==> config.mk <==
export PLATFORM = sky130hd
export DESIGN_NAME = ksq_ctrl
export DESIGN_NICKNAME = d
export VERILOG_FILES = /design/src/rtl/assert_macros.svh /design/src/rtl/ksq_pkg.sv /design/src/rtl/ksq_ctrl.sv
export SDC_FILE = /design/constraint.sdc
export NUM_CORES = 1
export LEC_CHECK = 0
export BUFFER_PORTS_ARGS = -buffer_cell sky130_fd_sc_hd__buf_2
export CORE_AREA = 3 3 40 42
export CTS_BUF_LIST = sky130_fd_sc_hd__clkbuf_4 sky130_fd_sc_hd__clkbuf_8
export DETAILED_ROUTE_END_ITERATION = 10
export DIE_AREA = 0 0 43 45
export MAX_ROUTING_LAYER = met4
export PLACE_DENSITY = 0.37
export SYNTH_ARGS = -nofsm -noshare
export SYNTH_HDL_FRONTEND = slang
export SYNTH_SLANG_ARGS = --single-unit
==> constraint.sdc <==
create_clock -name clk -period 1.4 [get_ports clk]
set_input_delay 0.07 -clock clk [delete_from_list [all_inputs] [get_ports clk]]
set_output_delay 0.07 -clock clk [all_outputs]
set_load 0.05 [all_outputs]
==> src/rtl/assert_macros.svh <==
// Assertion macros for the RTL files that carry checks.
`ifndef ASSERT_MACROS_SVH
`define ASSERT_MACROS_SVH

// Check that a property holds at every clock edge outside reset.
`define ASSERT_CLK(label, prop, msg) \
  label: assert property (@(posedge clk) disable iff (!rst_n) (prop)) else $error(msg);

// Check that a condition is never true outside reset.
`define ASSERT_NEVER(label, cond, msg) \
  label: assert property (@(posedge clk) disable iff (!rst_n) !(cond)) else $error(msg);

`endif

==> src/rtl/ksq_pkg.sv <==
// Shared types, constants and scancode translation for the keycode queue.
package ksq_pkg;

  localparam int DefQueueDepth = 1024;

  localparam int InDataW  = 16;
  localparam int OutDataW = 24;
  localparam int SeqMaxLen = 6;
  localparam int SeqBitsW  = 8 * SeqMaxLen;

  localparam logic [1:0] ACT_RELEASE = 2'd0;
  localparam logic [1:0] ACT_PRESS   = 2'd1;

  localparam logic [9:0] KC_102ND = 10'd86;
  localparam logic [9:0] KC_F11   = 10'd87;
  localparam logic [9:0] KC_F12   = 10'd88;
  localparam logic [9:0] KC_PAUSE = 10'd119;
  localparam logic [9:0] KC_LAST_PLAIN = 10'd83;

  localparam logic [7:0] SC_E0       = 8'hE0;
  localparam logic [7:0] SC_E1       = 8'hE1;
  localparam logic [7:0] SC_BREAK    = 8'h80;
  localparam logic [7:0] SC_102ND    = 8'h56;
  localparam logic [SeqBitsW-1:0] SC_PAUSE_SEQ = 48'hE1_1D_45_E1_9D_C5;

  typedef enum logic [1:0] {
    ST_IDLE,
    ST_WRITE,
    ST_READ,
    ST_DONE
  } ksq_state_t;

  typedef struct packed {
    logic load;
    logic write_step;
    logic pop_step;
    logic result_load;
  } ksq_cmd_t;

  typedef struct packed {
    logic seq_empty;
    logic seq_last;
    logic out_free;
  } ksq_status_t;

  // Byte sequence: first byte in the top bits.
  typedef struct packed {
    logic [2:0]          len;
    logic [SeqBitsW-1:0] bytes;
  } ksq_seq_t;

  // Base code behind the E0 prefix; zero when not a gray key.
  function automatic logic [7:0] gray_base(input logic [9:0] kc);
    logic [7:0] code;
    case (kc)
      10'd96:  code = 8'h1C;
      10'd97:  code = 8'h1D;
      10'd98:  code = 8'h35;
      10'd99:  code = 8'h37;
      10'd100: code = 8'h38;
      10'd102: code = 8'h47;
      10'd103: code = 8'h48;
      10'd104: code = 8'h49;
      10'd105: code = 8'h4B;
      10'd106: code = 8'h4D;
      10'd107: code = 8'h4F;
      10'd108: code = 8'h50;
      10'd109: code = 8'h51;
      10'd110: code = 8'h52;
      10'd111: code = 8'h53;
      10'd125: code = 8'h5B;
      10'd126: code = 8'h5C;
      10'd127: code = 8'h5D;
      default: code = 8'h00;
    endcase
    return code;
  endfunction

  function automatic ksq_seq_t translate(input logic [9:0] kc, input logic [1:0] act);
    ksq_seq_t   seq;
    logic [7:0] code;
    logic [7:0] gray;
    logic [7:0] brk;
    seq  = '0;
    gray = gray_base(kc);
    brk  = (act == ACT_RELEASE) ? SC_BREAK : 8'h00;
    code = 8'h00;
    if (kc == KC_PAUSE) begin
      if (act == ACT_PRESS) begin
        seq.len   = 3'(SeqMaxLen);
        seq.bytes = SC_PAUSE_SEQ;
      end
    end else if ((kc >= 10'd1 && kc <= KC_LAST_PLAIN) || kc == KC_F11 || kc == KC_F12) begin
      code      = kc[7:0] | brk;
      seq.len   = 3'd1;
      seq.bytes = {code, 40'h0};
    end else if (kc == KC_102ND) begin
      code      = SC_102ND | brk;
      seq.len   = 3'd1;
      seq.bytes = {code, 40'h0};
    end else if (gray != 8'h00) begin
      code      = gray | brk;
      seq.len   = 3'd2;
      seq.bytes = {SC_E0, code, 32'h0};
    end
    return seq;
  endfunction

endpackage

==> src/rtl/ksq_ctrl.sv <==
// Controller state machine: sequences accept, queue writes, pop read and result load.
module ksq_ctrl import ksq_pkg::*; (
  input  logic        clk,
  input  logic        rst_n,
  input  logic        in_tvalid,
  input  logic        in_kind,
  input  ksq_status_t status,
  output logic        in_tready,
  output ksq_cmd_t    cmd
);

  ksq_state_t state_r, state_nxt;

  always_ff @(posedge clk) begin
    if (!rst_n) begin
      state_r <= ST_IDLE;
    end else begin
      state_r <= state_nxt;
    end
  end

  always_comb begin
    state_nxt = state_r;
    cmd       = '0;
    in_tready = 1'b0;
    case (state_r)
      ST_IDLE: begin
        in_tready = 1'b1;
        if (in_tvalid) begin
          cmd.load = 1'b1;
          if (in_kind) begin
            state_nxt = ST_READ;
          end else if (status.seq_empty) begin
            state_nxt = ST_DONE;
          end else begin
            state_nxt = ST_WRITE;
          end
        end
      end
      ST_WRITE: begin
        cmd.write_step = 1'b1;
        if (status.seq_last) begin
          state_nxt = ST_DONE;
        end
      end
      ST_READ: begin
        cmd.pop_step = 1'b1;
        state_nxt    = ST_DONE;
      end
      ST_DONE: begin
        // hold the result until the output register is free
        if (status.out_free) begin
          cmd.result_load = 1'b1;
          state_nxt       = ST_IDLE;
        end
      end
      default: begin
        state_nxt = ST_IDLE;
      end
    endcase
  end

endmodule

==> flow_summary.json <==
{
  "finalHoldViolCount": 0,
  "met3_usage_pct": 1.59,
  "clock.fmax_mhz": 770,
  "hold_path_depth": 3,
  "synth.yosys.seq_area_share_pct": 19.8,
  "whs_ns": 0.117,
  "gp_congestion": 0.674,
  "hp-start": "rst_n",
  "slowest_delay_ns": 0.35,
  "routed_wl_um": 454,
  "setup_slack_ns": 0.102,
  "grt_pass1_wl_um": 793,
  "async_flop_share_pct": 0,
  "drcViolationCount": 0,
  "cts_tree": "yes",
  "rrSetupSlack_ns": 0.10,
  "cts_made_buffers": 3,
  "busiest_layer": "met2",
  "period_minus_slack_ns": 1.30,
  "reg2reg_to": "state_r[1]$_SDFFE_PN0P_",
  "power.share.combinational_pct": 68.1,
  "cts-root-buf": "clkbuf_4",
  "fin_tns_setup_ns": 0,
  "p_switching_uw": 445,
  "drtIter0Drc": 2,
  "cp.required_ns": 1.54,
  "worstSetupEndpointType": "register",
  "cts_max_level": 1,
  "period_share_pct": 92.7,
  "final.fill_count": 148,
  "regMostFlops": "state_r",
  "setup_viol": 0,
  "power_density_nw_per_um2": 2460,
  "antenna_found_initial": 0,
  "dieWidth_um": 43,
  "ios": 12,
  "fin_skew_ns": 0.00126,
  "clock_latency_ns": 0.22,
  "min_path_type": "in -> reg",
  "synth_top_area_share_pct": 30.9,
  "first_pass_iters": 4,
  "overflow": 0,
  "largest_reg_flops": 2,
  "synthToLayoutAreaGrowth_pct": 66.0,
  "grt_max_degree": 5,
  "vias": 198,
  "power.clock.fraction_pct": 15.3,
  "ys.flop_type": "dfxtp_1",
  "rsz0062_at_grt": "false",
  "fin_nets": 53,
  "swShare_pct": 53.8,
  "slowest_stage": "dfxtp_4",
  "critPathLaunchType": "register",
  "tightest_slew_ns": 0.275,
  "pre_cts_ws_ns": 0.0568,
  "synthTopCellsByArea": "ha_1, dfxtp_1, mux2i_1",
  "criticalPathCategory": "reg -> reg",
  "dieArea_sq_um": 1940,
  "core_region_area_sq_um": 1280,
  "synth.net_count": 36,
  "reg2reg_from": "state_r[0]$_SDFFE_PN0P_",
  "dp_hpwl_um": 387,
  "slew_violations": 0,
  "ant_nets": 0,
  "p_int_uw": 383,
  "synth_warnings": 0,
  "maxCapViolCount": 0,
  "slew_headroom_pct": 81.7,
  "via_per_inst": 3.67,
  "synth-edff-count": 0,
  "p_leak_uw": 0.000174,
  "holdBufCountCts": 0,
  "synth.avg_cell_area_sq_um": 8.45,
  "min_to": "state_r[0]$_SDFFE_PN0P_",
  "worstRegToRegCells": 4,
  "status": "completed",
  "synthTopCellsByCount": "ha_1, inv_1",
  "cts.clk_slew.worst_paths_ns": 0.03,
  "reg_top3": "state_r: 2 flops",
  "grt_util_met2_pct": 8.08,
  "synth_seq_cells": 2,
  "netlist_instances": 24,
  "drive_gt1_share_pct": 56.4,
  "clockBufferDepth": 2,
  "avgRoutedWirePerCell_um": 8.41,
  "ir_drop_mv": 0.492,
  "track_usage_pct": 5.90,
  "worstPathArrival_ns": 1.44,
  "fp-row-count": 13,
  "synth_cell_types": 11,
  "die_y_um": 45,
  "synth.largest_area_cell": "ha_1",
  "num_antenna_cells": 0,
  "io_buffers": 11,
  "grt_pass1_vias": 204,
  "clock_sinks": 2,
  "postCtsSetupRepairBufs": 0,
  "use_met1_pct": 6.21,
  "synth_area_sq_um": 203,
  "critical_path.max_fanout": 4,
  "seq_power_share_pct": 16.6,
  "start_util_pct": 15.8,
  "path_cells": "ha_1 -> a222oi_1 -> buf_4 -> mux2i_1"
}
==> cells in the final DEF, fill, tap and decap left out <==
cell      Yosys  final
nor2b_1       2      2
inv_1         5      3
o21a_1        1      1
nand2_1       2      2
and2_2        1      1
dfxtp_4       0      1
a222oi_1      1      1
ha_4          0      2
buf_4         0      1
clkbuf_4      0      3
o21ai_0       2      2
ha_1          5      3
buf_2         0     11
mux2i_1       2      2
and2_1        1      1
inv_2         0      2
dfxtp_2       0      1
==> layout make-up <==
class,instances,area (sq um),share of cell area [%]
Clock buffer,3,22.5,6.69
Inverter,5,18.8,5.58
Multi-Input combinational cell,17,169,50.2
Sequential cell,2,45.0,13.4
Tap cell,15,18.8,5.58
Timing Repair Buffer,12,62.6,18.6
==> repair_timing <==
action | in CTS | in global routing
endpoints found under the hold margin | 0 | 0
setup endpoints to repair | 0 | 2
resized for setup | 0 | 1
==> through the flow <==
step	util [%]	total power [uW]	cells	cell area [sq um]
2_1_floorplan	-	636	24	230
3_3_place_gp	24.2	704	51	312
3_5_place_dp	24.2	709	51	312
4_1_cts	26.0	842	54	334
5_1_grt	26.2	905	54	337
6_report	26.2	828	54	337
==> cell families (layout without fill, tap and decap cells) <==
logic type	after synthesis	in the layout	share of synthesized area, %
buf+inv	5	20	9.26
mux	2	2	9.88
compound gates	4	4	13.6
fa+ha+maj	5	5	30.9
flops	2	2	19.8
simple gates	6	6	16.7
==> power by group through the flow <==
stage / clock, uW / combinational, uW / sequential, uW
floorplan: 0 / 512 / 124
global placement: 0 / 569 / 135
detailed placement: 0 / 573 / 135
CTS: 133 / 574 / 135
global route: 144 / 616 / 145
finish: 126 / 564 / 138
==> critical path, delay by kind of cell, from the launching register on <==
family	cells	cell delay (ns)
AOI/OAI and AO/OA	1	0.31
adders and majority gates	1	0.21
buffers and inverters	1	0.18
DFF	1	0.35
muxes	1	0.17
==> worst max-delay path by stage <==
| stage | from | cells after the start | slack [ns] | to |
|---|---|---|---|---|
| after floorplan | state_r[0]$_SDFFE_PN0P_ | 4 | 0.01 | state_r[0]$_SDFFE_PN0P_ |
| after global placement | state_r[0]$_SDFFE_PN0P_ | 5 | 0.07 | state_r[0]$_SDFFE_PN0P_ |
| after detailed placement | state_r[0]$_SDFFE_PN0P_ | 5 | 0.06 | state_r[1]$_SDFFE_PN0P_ |
| after CTS | state_r[0]$_SDFFE_PN0P_ | 5 | 0.04 | state_r[1]$_SDFFE_PN0P_ |
| after global routing | state_r[1]$_SDFFE_PN0P_ | 5 | 0.02 | state_r[1]$_SDFFE_PN0P_ |
| final | state_r[0]$_SDFFE_PN0P_ | 4 | 0.10 | state_r[1]$_SDFFE_PN0P_ |
==> metal layers <==
metal  up-vias  routed length (um)  share of wire [%]
met1        83                 184                 41
met3         0                  31                6.8
met4         0                   0                  0
li1        109                   -                  -
met2         6                 238                 52
met5         -                   0                  0
Note: power is estimated with default switching activity, not from simulation.
